File: src/rtl/dasb_pkg.sv
`default_nettype none
// ----------------------------------------------------------------------------
// dasb_pkg
// Shared types, constants and width helpers of the digit average score binner.
// ----------------------------------------------------------------------------
package dasb_pkg;

    localparam int TOTAL_W         = 20;
    localparam int STEP_W          = 16;
    localparam int WEIGHT_W        = 8;
    localparam int CFG_IDX_W       = 3;
    localparam int CFG_DATA_W      = 20;
    localparam int FIELD_IDX_W     = 3;
    localparam int WEIGHTED_FIELDS = 5;

    // register indexes of the configuration port
    typedef enum logic [CFG_IDX_W-1:0] {
        REG_WEIGHT_ONE   = 3'd0,
        REG_WEIGHT_TWO   = 3'd1,
        REG_WEIGHT_THREE = 3'd2,
        REG_WEIGHT_FOUR  = 3'd3,
        REG_WEIGHT_FIVE  = 3'd4,
        REG_LOW_BOUND    = 3'd5,
        REG_BIN_STEP     = 3'd6
    } cfg_reg_t;

    typedef struct packed {
        logic [WEIGHTED_FIELDS-1:0][WEIGHT_W-1:0] weight;
        logic signed [TOTAL_W-1:0]                low_bound;
        logic [STEP_W-1:0]                        bin_step;
    } cfg_t;

    // widths that follow from the longest field
    function automatic int cnt_width(int max_len);
        return $clog2(max_len + 1);
    endfunction

    function automatic int sum_width(int max_len);
        return cnt_width(max_len) + 9;
    endfunction

    // job layout: last, field index, count, sum
    function automatic int job_width(int max_len);
        return sum_width(max_len) + cnt_width(max_len) + FIELD_IDX_W + 1;
    endfunction

endpackage
`default_nettype wire

File: src/rtl/digit_average_score_binner.sv
`default_nettype none
// ----------------------------------------------------------------------------
// digit_average_score_binner
// Scores records character by character and sorts each record into a bin.
// ----------------------------------------------------------------------------
//
//  channel | handshake              | payload
//  --------+------------------------+------------------------------------------
//  in      | in_valid / in_stall    | char_code, field_index, field_end,
//          |                        | record_end
//  out     | out_valid / out_stall  | bin_index, total_score
//  cfg     | cfg_valid / cfg_ready  | cfg_index, cfg_data
//
// the front takes one character item per cycle while the job queue has room
// each closed field passes the back through a divide of one bit per cycle, a
//   multiply and a saturating add; a record end adds a threshold scan
// the four-entry job queue hides the divide behind the characters of the next field
// rst_n clears the accumulators, the queue, the record total and the registers
// to their reset values; a stalled result holds while the back keeps working
//
module digit_average_score_binner import dasb_pkg::*; #(
    parameter int MAX_FIELD_LEN = 1024,
    parameter int BINS          = 50
) (
    input  wire logic                    clk,
    input  wire logic                    rst_n,
    input  wire logic                    in_valid,
    output logic                         in_stall,
    input  wire logic [7:0]              char_code,
    input  wire logic [FIELD_IDX_W-1:0]  field_index,
    input  wire logic                    field_end,
    input  wire logic                    record_end,
    output logic                         out_valid,
    input  wire logic                    out_stall,
    output logic      [5:0]              bin_index,
    output logic signed [TOTAL_W-1:0]    total_score,
    input  wire logic                    cfg_valid,
    output logic                         cfg_ready,
    input  wire logic [CFG_IDX_W-1:0]    cfg_index,
    input  wire logic [CFG_DATA_W-1:0]   cfg_data
);

    localparam int JOB_W       = job_width(MAX_FIELD_LEN);
    localparam int QUEUE_DEPTH = 4;

    // configuration registers; the user writes them only while idle (not enforced)
    cfg_t cfg_reg, cfg_next;

    // front to back job queue
    logic             q_push;
    logic             q_pop;
    logic             q_full;
    logic             q_empty;
    logic [JOB_W-1:0] q_wdata;
    logic [JOB_W-1:0] q_rdata;

    // writes are always taken
    assign cfg_ready = 1'b1;

    always_comb
    begin
        cfg_next = cfg_reg;
        if (cfg_valid && cfg_ready)
        begin
            case (cfg_index) inside
                [REG_WEIGHT_ONE:REG_WEIGHT_FIVE]:
                begin
                    cfg_next.weight[cfg_index] = cfg_data[WEIGHT_W-1:0];
                end
                REG_LOW_BOUND:
                begin
                    cfg_next.low_bound = $signed(cfg_data[TOTAL_W-1:0]);
                end
                REG_BIN_STEP:
                begin
                    cfg_next.bin_step = cfg_data[STEP_W-1:0];
                end
                default:
                begin
                    // indexes past the last register are dropped
                end
            endcase
        end
    end

    always_ff @(posedge clk or negedge rst_n)
    begin
        if (!rst_n)
        begin
            cfg_reg.weight    <= {WEIGHTED_FIELDS{8'd51}};
            cfg_reg.low_bound <= 20'sd6400;
            cfg_reg.bin_step  <= 16'd154;
        end
        else
        begin
            cfg_reg <= cfg_next;
        end
    end

    // character accumulation, one job per closed field
    dasb_front #(
        .MAX_FIELD_LEN (MAX_FIELD_LEN)
    ) u_front (
        .clk         (clk),
        .rst_n       (rst_n),
        .in_valid    (in_valid),
        .in_stall    (in_stall),
        .char_code   (char_code),
        .field_index (field_index),
        .field_end   (field_end),
        .record_end  (record_end),
        .q_full      (q_full),
        .q_push      (q_push),
        .q_wdata     (q_wdata)
    );

    dasb_queue #(
        .WIDTH (JOB_W),
        .DEPTH (QUEUE_DEPTH)
    ) u_queue (
        .clk   (clk),
        .rst_n (rst_n),
        .push  (q_push),
        .wdata (q_wdata),
        .pop   (q_pop),
        .rdata (q_rdata),
        .full  (q_full),
        .empty (q_empty)
    );

    // divide, weight, accumulate and bin
    dasb_back #(
        .MAX_FIELD_LEN (MAX_FIELD_LEN),
        .BINS          (BINS)
    ) u_back (
        .clk         (clk),
        .rst_n       (rst_n),
        .cfg         (cfg_reg),
        .q_empty     (q_empty),
        .q_rdata     (q_rdata),
        .q_pop       (q_pop),
        .out_valid   (out_valid),
        .out_stall   (out_stall),
        .bin_index   (bin_index),
        .total_score (total_score)
    );

endmodule
`default_nettype wire

File: src/rtl/dasb_queue.sv
`default_nettype none
// ----------------------------------------------------------------------------
// dasb_queue
// Small register queue that parts the character front from the field back.
// ----------------------------------------------------------------------------
module dasb_queue #(
    parameter int WIDTH = 32,
    parameter int DEPTH = 4
) (
    input  wire logic             clk,
    input  wire logic             rst_n,
    input  wire logic             push,
    input  wire logic [WIDTH-1:0] wdata,
    input  wire logic             pop,
    output logic      [WIDTH-1:0] rdata,
    output logic                  full,
    output logic                  empty
);

    localparam int PTR_W = (DEPTH > 1) ? $clog2(DEPTH) : 1;
    localparam int CNT_W = $clog2(DEPTH + 1);

    logic [WIDTH-1:0] store_reg [DEPTH];
    logic [PTR_W-1:0] wr_ptr_reg, wr_ptr_next;
    logic [PTR_W-1:0] rd_ptr_reg, rd_ptr_next;
    logic [CNT_W-1:0] count_reg, count_next;
    logic             do_push;
    logic             do_pop;

    assign full    = (count_reg == CNT_W'(DEPTH));
    assign empty   = (count_reg == '0);
    assign do_push = push && !full;
    assign do_pop  = pop && !empty;
    assign rdata   = store_reg[rd_ptr_reg];

    always_comb
    begin
        wr_ptr_next = wr_ptr_reg;
        rd_ptr_next = rd_ptr_reg;
        count_next  = count_reg;
        if (do_push)
        begin
            wr_ptr_next = (wr_ptr_reg == PTR_W'(DEPTH - 1)) ? '0 : wr_ptr_reg + 1'b1;
        end
        if (do_pop)
        begin
            rd_ptr_next = (rd_ptr_reg == PTR_W'(DEPTH - 1)) ? '0 : rd_ptr_reg + 1'b1;
        end
        if (do_push && !do_pop)
        begin
            count_next = count_reg + 1'b1;
        end
        else if (do_pop && !do_push)
        begin
            count_next = count_reg - 1'b1;
        end
    end

    always_ff @(posedge clk or negedge rst_n)
    begin
        if (!rst_n)
        begin
            wr_ptr_reg <= '0;
            rd_ptr_reg <= '0;
            count_reg  <= '0;
        end
        else
        begin
            wr_ptr_reg <= wr_ptr_next;
            rd_ptr_reg <= rd_ptr_next;
            count_reg  <= count_next;
        end
    end

    always_ff @(posedge clk)
    begin
        if (do_push)
        begin
            store_reg[wr_ptr_reg] <= wdata;
        end
    end

endmodule
`default_nettype wire

File: src/rtl/dasb_front.sv
`default_nettype none
// ----------------------------------------------------------------------------
// dasb_front
// Takes characters, keeps the field sum and count, and queues a job per field.
// ----------------------------------------------------------------------------
module dasb_front import dasb_pkg::*; #(
    parameter  int MAX_FIELD_LEN = 1024,
    localparam int CNT_W         = cnt_width(MAX_FIELD_LEN),
    localparam int SUM_W         = sum_width(MAX_FIELD_LEN),
    localparam int JOB_W         = job_width(MAX_FIELD_LEN)
) (
    input  wire logic                   clk,
    input  wire logic                   rst_n,
    input  wire logic                   in_valid,
    output logic                        in_stall,
    input  wire logic [7:0]             char_code,
    input  wire logic [FIELD_IDX_W-1:0] field_index,
    input  wire logic                   field_end,
    input  wire logic                   record_end,
    input  wire logic                   q_full,
    output logic                        q_push,
    output logic      [JOB_W-1:0]       q_wdata
);

    localparam logic signed [8:0] CHAR_BIAS = 9'sd48;

    // same layout as in dasb_back
    typedef struct packed {
        logic                   last;
        logic [FIELD_IDX_W-1:0] idx;
        logic [CNT_W-1:0]       cnt;
        logic signed [SUM_W-1:0] sum;
    } job_t;

    logic signed [SUM_W-1:0] sum_reg, sum_next;
    logic [CNT_W-1:0]        cnt_reg, cnt_next;
    logic signed [8:0]       char_val;
    logic                    take;
    logic signed [SUM_W-1:0] sum_acc;
    logic [CNT_W-1:0]        cnt_acc;
    logic                    accept;
    logic                    close;
    job_t                    job;

    assign char_val = $signed({1'b0, char_code}) - CHAR_BIAS;
    // characters past the longest field are dropped
    assign take     = (cnt_reg < CNT_W'(MAX_FIELD_LEN));
    assign sum_acc  = take ? sum_reg + SUM_W'(char_val) : sum_reg;
    assign cnt_acc  = take ? cnt_reg + 1'b1 : cnt_reg;

    assign in_stall = q_full;
    assign accept   = in_valid && !in_stall;
    assign close    = field_end || record_end;
    assign q_push   = accept && close;

    always_comb
    begin
        job.last = record_end;
        job.idx  = field_index;
        job.cnt  = cnt_acc;
        job.sum  = sum_acc;
    end

    assign q_wdata = job;

    always_comb
    begin
        sum_next = sum_reg;
        cnt_next = cnt_reg;
        if (accept)
        begin
            if (close)
            begin
                sum_next = '0;
                cnt_next = '0;
            end
            else
            begin
                sum_next = sum_acc;
                cnt_next = cnt_acc;
            end
        end
    end

    always_ff @(posedge clk or negedge rst_n)
    begin
        if (!rst_n)
        begin
            sum_reg <= '0;
            cnt_reg <= '0;
        end
        else
        begin
            sum_reg <= sum_next;
            cnt_reg <= cnt_next;
        end
    end

endmodule
`default_nettype wire

File: src/rtl/dasb_back.sv
`default_nettype none
// ----------------------------------------------------------------------------
// dasb_back
// Divides each field job, weights it into the record total, bins the record.
// ----------------------------------------------------------------------------
module dasb_back import dasb_pkg::*; #(
    parameter  int MAX_FIELD_LEN = 1024,
    parameter  int BINS          = 50,
    localparam int CNT_W         = cnt_width(MAX_FIELD_LEN),
    localparam int SUM_W         = sum_width(MAX_FIELD_LEN),
    localparam int JOB_W         = job_width(MAX_FIELD_LEN)
) (
    input  wire logic               clk,
    input  wire logic               rst_n,
    input  wire cfg_t               cfg,
    input  wire logic               q_empty,
    input  wire logic [JOB_W-1:0]   q_rdata,
    output logic                    q_pop,
    output logic                    out_valid,
    input  wire logic               out_stall,
    output logic      [5:0]         bin_index,
    output logic signed [TOTAL_W-1:0] total_score
);

    localparam int BIN_W  = $clog2(BINS);
    localparam int TH_W   = STEP_W + BIN_W + 5;
    localparam int PROD_W = SUM_W + WEIGHT_W + 2;
    localparam int DSTP_W = $clog2(SUM_W);
    localparam logic signed [PROD_W:0] SAT_HI = (PROD_W + 1)'(524287);
    localparam logic signed [PROD_W:0] SAT_LO = -(PROD_W + 1)'(524288);

    typedef struct packed {
        logic                   last;
        logic [FIELD_IDX_W-1:0] idx;
        logic [CNT_W-1:0]       cnt;
        logic signed [SUM_W-1:0] sum;
    } job_t;

    typedef enum logic [6:0] {
        S_IDLE   = 7'b0000001,
        S_DIV    = 7'b0000010,
        S_MUL    = 7'b0000100,
        S_ACC    = 7'b0001000,
        S_BSTART = 7'b0010000,
        S_BIN    = 7'b0100000,
        S_OUT    = 7'b1000000
    } state_t;

    state_t                    state_reg, state_next;
    logic                      last_reg, last_next;
    logic                      neg_reg, neg_next;
    logic [WEIGHT_W-1:0]       weight_reg, weight_next;
    logic [CNT_W-1:0]          cnt_reg, cnt_next;
    logic [CNT_W-1:0]          rem_reg, rem_next;
    logic [SUM_W-1:0]          quo_reg, quo_next;
    logic [DSTP_W-1:0]         dstep_reg, dstep_next;
    logic signed [PROD_W-1:0]  prod_reg, prod_next;
    logic signed [TOTAL_W-1:0] total_reg, total_next;
    logic signed [TH_W-1:0]    th_reg, th_next;
    logic [BIN_W-1:0]          k_reg, k_next;
    logic [BIN_W-1:0]          bin_reg, bin_next;
    logic                      out_valid_reg, out_valid_next;
    logic [5:0]                out_bin_reg, out_bin_next;
    logic signed [TOTAL_W-1:0] out_total_reg, out_total_next;

    job_t                      job;
    logic                      field_ok;
    logic [SUM_W-1:0]          mag;
    logic [CNT_W:0]            rem_sh;
    logic [CNT_W:0]            rem_diff;
    logic                      rem_ge;
    logic signed [SUM_W:0]     avg;
    logic signed [PROD_W:0]    acc_sum;
    logic signed [TH_W-1:0]    step_ext;

    assign job      = job_t'(q_rdata);
    // identifier and unknown fields, and empty fields, add nothing
    assign field_ok = (job.cnt != '0) && (job.idx != '0)
                   && (job.idx <= FIELD_IDX_W'(WEIGHTED_FIELDS));
    assign mag      = job.sum[SUM_W-1] ? SUM_W'(-job.sum) : SUM_W'(job.sum);

    // one restoring division step per cycle
    assign rem_sh   = {rem_reg, quo_reg[SUM_W-1]};
    assign rem_diff = rem_sh - {1'b0, cnt_reg};
    assign rem_ge   = (rem_sh >= {1'b0, cnt_reg});

    assign avg      = neg_reg ? -$signed({1'b0, quo_reg}) : $signed({1'b0, quo_reg});
    assign acc_sum  = (PROD_W + 1)'(total_reg) + (PROD_W + 1)'(prod_reg);
    assign step_ext = TH_W'($signed({1'b0, cfg.bin_step}));

    assign out_valid   = out_valid_reg;
    assign bin_index   = out_bin_reg;
    assign total_score = out_total_reg;

    always_comb
    begin
        state_next     = state_reg;
        last_next      = last_reg;
        neg_next       = neg_reg;
        weight_next    = weight_reg;
        cnt_next       = cnt_reg;
        rem_next       = rem_reg;
        quo_next       = quo_reg;
        dstep_next     = dstep_reg;
        prod_next      = prod_reg;
        total_next     = total_reg;
        th_next        = th_reg;
        k_next         = k_reg;
        bin_next       = bin_reg;
        out_valid_next = out_valid_reg;
        out_bin_next   = out_bin_reg;
        out_total_next = out_total_reg;
        q_pop          = 1'b0;

        if (out_valid_reg && !out_stall)
        begin
            out_valid_next = 1'b0;
        end

        case (state_reg)
            S_IDLE:
            begin
                if (!q_empty)
                begin
                    q_pop       = 1'b1;
                    last_next   = job.last;
                    neg_next    = job.sum[SUM_W-1];
                    weight_next = cfg.weight[FIELD_IDX_W'(job.idx - 1'b1)];
                    cnt_next    = job.cnt;
                    rem_next    = '0;
                    quo_next    = mag;
                    dstep_next  = '0;
                    if (field_ok)
                    begin
                        state_next = S_DIV;
                    end
                    else if (job.last)
                    begin
                        state_next = S_BSTART;
                    end
                end
            end
            S_DIV:
            begin
                rem_next   = rem_ge ? rem_diff[CNT_W-1:0] : rem_sh[CNT_W-1:0];
                quo_next   = {quo_reg[SUM_W-2:0], rem_ge};
                dstep_next = dstep_reg + 1'b1;
                if (dstep_reg == DSTP_W'(SUM_W - 1))
                begin
                    state_next = S_MUL;
                end
            end
            S_MUL:
            begin
                prod_next  = PROD_W'(avg) * PROD_W'($signed({1'b0, weight_reg}));
                state_next = S_ACC;
            end
            S_ACC:
            begin
                if (acc_sum > SAT_HI)
                begin
                    total_next = TOTAL_W'(SAT_HI);
                end
                else if (acc_sum < SAT_LO)
                begin
                    total_next = TOTAL_W'(SAT_LO);
                end
                else
                begin
                    total_next = TOTAL_W'(acc_sum);
                end
                state_next = last_reg ? S_BSTART : S_IDLE;
            end
            S_BSTART:
            begin
                th_next    = TH_W'(cfg.low_bound) + step_ext;
                k_next     = BIN_W'(1);
                bin_next   = '0;
                state_next = S_BIN;
            end
            S_BIN:
            begin
                // one threshold per cycle
                if (TH_W'(total_reg) >= th_reg)
                begin
                    bin_next = bin_reg + 1'b1;
                end
                th_next = th_reg + step_ext;
                k_next  = k_reg + 1'b1;
                if (k_reg == BIN_W'(BINS - 1))
                begin
                    state_next = S_OUT;
                end
            end
            S_OUT:
            begin
                if (!out_valid_reg || !out_stall)
                begin
                    out_valid_next = 1'b1;
                    out_bin_next   = 6'(bin_reg);
                    out_total_next = total_reg;
                    total_next     = '0;
                    state_next     = S_IDLE;
                end
            end
            default:
            begin
                state_next = S_IDLE;
            end
        endcase
    end

    always_ff @(posedge clk or negedge rst_n)
    begin
        if (!rst_n)
        begin
            state_reg     <= S_IDLE;
            total_reg     <= '0;
            out_valid_reg <= 1'b0;
            dstep_reg     <= '0;
            k_reg         <= '0;
            bin_reg       <= '0;
        end
        else
        begin
            state_reg     <= state_next;
            total_reg     <= total_next;
            out_valid_reg <= out_valid_next;
            dstep_reg     <= dstep_next;
            k_reg         <= k_next;
            bin_reg       <= bin_next;
        end
    end

    always_ff @(posedge clk)
    begin
        last_reg      <= last_next;
        neg_reg       <= neg_next;
        weight_reg    <= weight_next;
        cnt_reg       <= cnt_next;
        rem_reg       <= rem_next;
        quo_reg       <= quo_next;
        prod_reg      <= prod_next;
        th_reg        <= th_next;
        out_bin_reg   <= out_bin_next;
        out_total_reg <= out_total_next;
    end

`ifndef SYNTHESIS
    a_pop_idle: assert property (@(posedge clk) disable iff (!rst_n)
        q_pop |-> (state_reg == S_IDLE) && !q_empty)
        else $error("job popped outside idle or from an empty queue");

    a_rem_below_count: assert property (@(posedge clk) disable iff (!rst_n)
        (state_reg == S_DIV) |-> (rem_reg < cnt_reg))
        else $error("partial remainder reached the divisor");

    a_bin_below_k: assert property (@(posedge clk) disable iff (!rst_n)
        (state_reg == S_BIN) |-> (k_reg != '0) && (bin_reg < k_reg))
        else $error("bin count ran ahead of the threshold scan");

    a_result_from_out: assert property (@(posedge clk) disable iff (!rst_n)
        $rose(out_valid_reg) |-> $past(state_reg == S_OUT))
        else $error("result item raised outside the output state");
`endif

endmodule
`default_nettype wire

File: config.mk
export PLATFORM = sky130hd
export DESIGN_NAME = digit_average_score_binner
export DESIGN_NICKNAME = d
export VERILOG_FILES = /design/src/rtl/dasb_pkg.sv /design/src/rtl/digit_average_score_binner.sv /design/src/rtl/dasb_queue.sv /design/src/rtl/dasb_front.sv /design/src/rtl/dasb_back.sv
export SDC_FILE = /design/constraint.sdc
export NUM_CORES = 1
export LEC_CHECK = 0
export BUFFER_PORTS_ARGS = -buffer_cell sky130_fd_sc_hd__buf_2
export CORE_UTILIZATION = 64
export CTS_BUF_LIST = sky130_fd_sc_hd__clkbuf_16
export DETAILED_ROUTE_END_ITERATION = 7
export PLACE_DENSITY = 0.81
export SKIP_CTS_REPAIR_TIMING = 1
export SYNTH_ARGS = -nofsm -noshare
export SYNTH_HDL_FRONTEND = slang
export SYNTH_SLANG_ARGS = --single-unit
File: constraint.sdc
create_clock -name clk -period 8.8 [get_ports clk]
set_clock_uncertainty 0.1 [all_clocks]
set_input_delay 1.76 -clock clk [delete_from_list [all_inputs] [get_ports clk]]
set_output_delay 1.76 -clock clk [all_outputs]
set_load 0.02 [all_outputs]
==> results.txt <==
* I/O pins: 70
- Cell at the slowest stage of the critical path: sky130_fd_sc_hd__fa_1
- Once layout is complete, the utilization of the core stands at 0.708.
- The number of buffers and inverters on the critical path is 4.
- The via count of the first global-routing pass was 20400.
- Summed over all layers, the routed wires come to 59.9 mm.
- Initial DRC count: 1358
- Post-synthesis sequential area ratio: 0.424
- Counting stages on the worst path, the most repeated cell is sky130_fd_sc_hd__fa_1.
- Worst Hold Class: flip-flop to flip-flop
- Count of port buffers added during placement: 68
* Synth async-reset ratio: 0.366
- Clk sink count: 434
- Drt first pass iters: 6
- Of all nets on the critical path, the largest fanout is 10.
- Registers take 12300 um2.
* List of most frequent post-synthesis cells: 296 x sky130_fd_sc_hd__inv_1, 275 x sky130_fd_sc_hd__edfxtp_1, 266 x sky130_fd_sc_hd__nand2_1
- Across the run, the number of max-cap violations was 0.
* Routability-driven placement congestion ratio: 0.894
- The die is 215 um wide.
* Cell Rows: 77
- Worst-Skew Late Latency: 580 ps
* End of the worst register-to-register path: u_back.prod_reg[29]$_DFFE_PP_
- Count of endpoints failing hold in the final timing report: 0
- Counting flops and latches in the post-synthesis netlist gives 434.
- Synthesis handed over a netlist of 2647 instances.
* Fraction of layout cells with a size suffix above 1: 0.121
- Cell area reported after detailed placement: 29900 um2
* Final-stage net count: 3085
- Largest stage delay on the critical path: 530 ps
- Distinct cells, synth: 79
- Remaining design rule violation count: 0
- Most used standard cell by instance count after synthesis: sky130_fd_sc_hd__inv_1
- The tree is rooted in a sky130_fd_sc_hd__clkbuf_16.
- STA classifies the critical path endpoint as a flip-flop.
* Worst Path Arrival: 7750 ps
- Die Y-Extent: 215 um
* Area occupied by multi-input gates: 15300 um2
- Setup slack closes at 1260 ps.
* Final worst path period need: 7540 ps
- Ys Warns: 0
- Counting instances, the worst hold path has a depth of 1.
* Largest net degree at the start of global routing: 108
- The finished cells cover 31500 um2.
* Total setup violations reported at the end of the flow: 0
- The die covers 46100 um2.
- Number of H-tree levels: 2
* Core footprint: 44400 um2
- Sum of net half-perimeters after detailed placement: 43.4 mm
- The number of antenna diodes in the final layout is 0.
- Across all layers, the routed design uses 19800 vias.
- The flow ran to the end, and the final reports show no timing, DRC or antenna violations.
- Clock-pin slew was measured on the worst setup and hold paths at 60 ps.
* Post-DRT Antenna Nets: 0
- Via-per-instance ratio: 5.94
* Slew @ Worst Pin: 1270 ps
- Avg Cell Area, Syn: 10.9 um2
* Wire length per cell after detailed routing: 17.9 um
- Of the post-synthesis cell area, the dominant cell type holds 0.285.
- The number of nets in the synthesized netlist is 3022.
- Effective utilization at floorplan: 0.652
- The worst hold path terminates at cfg_reg[39]$_DFFE_PN0P_.
- Wire length of the first global-routing pass: 99.6 mm
- The largest total area in the synthesized netlist belongs to sky130_fd_sc_hd__edfxtp_1.
- The worst hold path begins at cfg_reg[39]$_DFFE_PN0P_.
* Max reg flops: 140
* Highest achievable clock rate: 133 MHz
- The worst register-to-register path has a setup slack of 1260 ps.
* Grt total ovfl: 0
- Number of antenna violations at the first check in global routing: 0
- In the post-synthesis netlist, the biggest area contributors are sky130_fd_sc_hd__edfxtp_1 29%, sky130_fd_sc_hd__dfrtp_1 11%, sky130_fd_sc_hd__fa_1 9.5%.
* Cts bufs inserted: 44
- Family of cells with the greatest summed delay on the critical path: adder cells
* Filler cell count in the final layout: 3002
- TritonCTS built the clock tree.
* R2r worst-path depth: 28
* Post-route clock period utilization: 0.856
* Post-synthesis to final-layout area growth: 8.70%
* Global-route total usage across every layer: 0.265
* Type of the worst setup path: flip-flop to flip-flop
* Timing startpoint of the critical path: u_back.quo_reg[0]$_DFFE_PP_
- Unrepaired setup endpoints after global routing: no
* Relative max-transition margin: 0.149
* TNS Setup: 0 ps
- OpenSTA, run right after detailed placement, puts the worst setup slack at 1310 ps.
- In the synthesized netlist the dominant register cell turns out to be sky130_fd_sc_hd__edfxtp_1.
* Number of buffers on the longest clock path: 3
- Count of pins over their slew limit: 0
- STA classifies the critical path startpoint as a flip-flop.
- Required @ worst endpoint: 9010 ps
- The synthesized netlist occupies a cell area of 28900 um2.
- Worst reg2reg path startpoint: u_back.quo_reg[0]$_DFFE_PP_
- In this run, synthesis inferred 275 flip-flops with an integrated enable.
## worst max-delay path by stage
stage / end / cells after the start
CTS: u_back.prod_reg[29]$_DFFE_PP_ / 28
floorplan: u_back.prod_reg[29]$_DFFE_PP_ / 29
detailed placement: u_back.prod_reg[29]$_DFFE_PP_ / 28
global route: u_back.prod_reg[29]$_DFFE_PP_ / 28
finish: u_back.prod_reg[29]$_DFFE_PP_ / 28
global placement: u_back.prod_reg[29]$_DFFE_PP_ / 28
## cells by family (layout without fill, tap and decap cells)
family	after synthesis	after routing	share of synthesized area
flip-flops	434	434	0.424
adder cells (fa/ha/maj)	334	334	0.180
AO/OA/AOI/OAI	489	489	0.112
AND/OR/NAND/NOR	727	727	0.123
other	1	1	0.000130
buffers and inverters	369	467	0.0483
XOR/XNOR	157	157	0.0475
multiplexers	136	136	0.0652
## per-layer routing
metal,global-route usage,part of all wire
met3,0.0343,0.050
met4,0.0948,0.028
met5,0,0
met1,0.331,0.41
met2,0.474,0.51
## area by class of cell
type | instances | share of cell area
multi-input combinational | 1844 | 0.486
sequential | 434 | 0.390
clock buffer | 47 | 0.0374
inverter | 297 | 0.0354
tap | 592 | 0.0235
timing repair buffer | 89 | 0.0160
clock inverter | 34 | 0.0111
## stage by stage
step	hold WS, ps	std cells
after CTS	391	3337
after global placement	363	3256
final	400	3337
after floorplan	341	2647
after global routing	406	3337
after detailed placement	373	3256
## cells in the final DEF, fill, tap and decap left out, types with 9 or more instances in the layout
cell type,instances
sky130_fd_sc_hd__dfrtp_1,130
sky130_fd_sc_hd__nor2b_1,22
sky130_fd_sc_hd__buf_2,67
sky130_fd_sc_hd__fa_1,138
sky130_fd_sc_hd__o21bai_1,11
sky130_fd_sc_hd__nor3_1,47
sky130_fd_sc_hd__and3_1,26
sky130_fd_sc_hd__nor2_1,118
sky130_fd_sc_hd__mux2i_1,14
sky130_fd_sc_hd__mux2_2,89
sky130_fd_sc_hd__a221o_1,16
sky130_fd_sc_hd__nand2b_1,22
sky130_fd_sc_hd__nand2_1,266
sky130_fd_sc_hd__a22o_1,24
sky130_fd_sc_hd__nand3b_1,11
sky130_fd_sc_hd__o21ai_0,140
sky130_fd_sc_hd__a21oi_1,104
sky130_fd_sc_hd__xnor2_1,112
sky130_fd_sc_hd__clkinv_1,9
sky130_fd_sc_hd__a21o_1,59
sky130_fd_sc_hd__buf_4,21
sky130_fd_sc_hd__dfstp_2,28
sky130_fd_sc_hd__nor4_1,10
sky130_fd_sc_hd__nand3_1,43
sky130_fd_sc_hd__nor3b_1,11
sky130_fd_sc_hd__inv_1,304
sky130_fd_sc_hd__nand4_1,15
sky130_fd_sc_hd__clkbuf_16,47
sky130_fd_sc_hd__xor2_1,45
sky130_fd_sc_hd__mux4_2,33
sky130_fd_sc_hd__o31ai_1,15
sky130_fd_sc_hd__and2_1,83
sky130_fd_sc_hd__o21a_1,21
sky130_fd_sc_hd__or3_1,19
sky130_fd_sc_hd__ha_1,196
sky130_fd_sc_hd__or4_1,9
sky130_fd_sc_hd__edfxtp_1,275
Power is not shown: default switching activity piles up to over one toggle a cycle in this logic, so the estimate is an artifact.
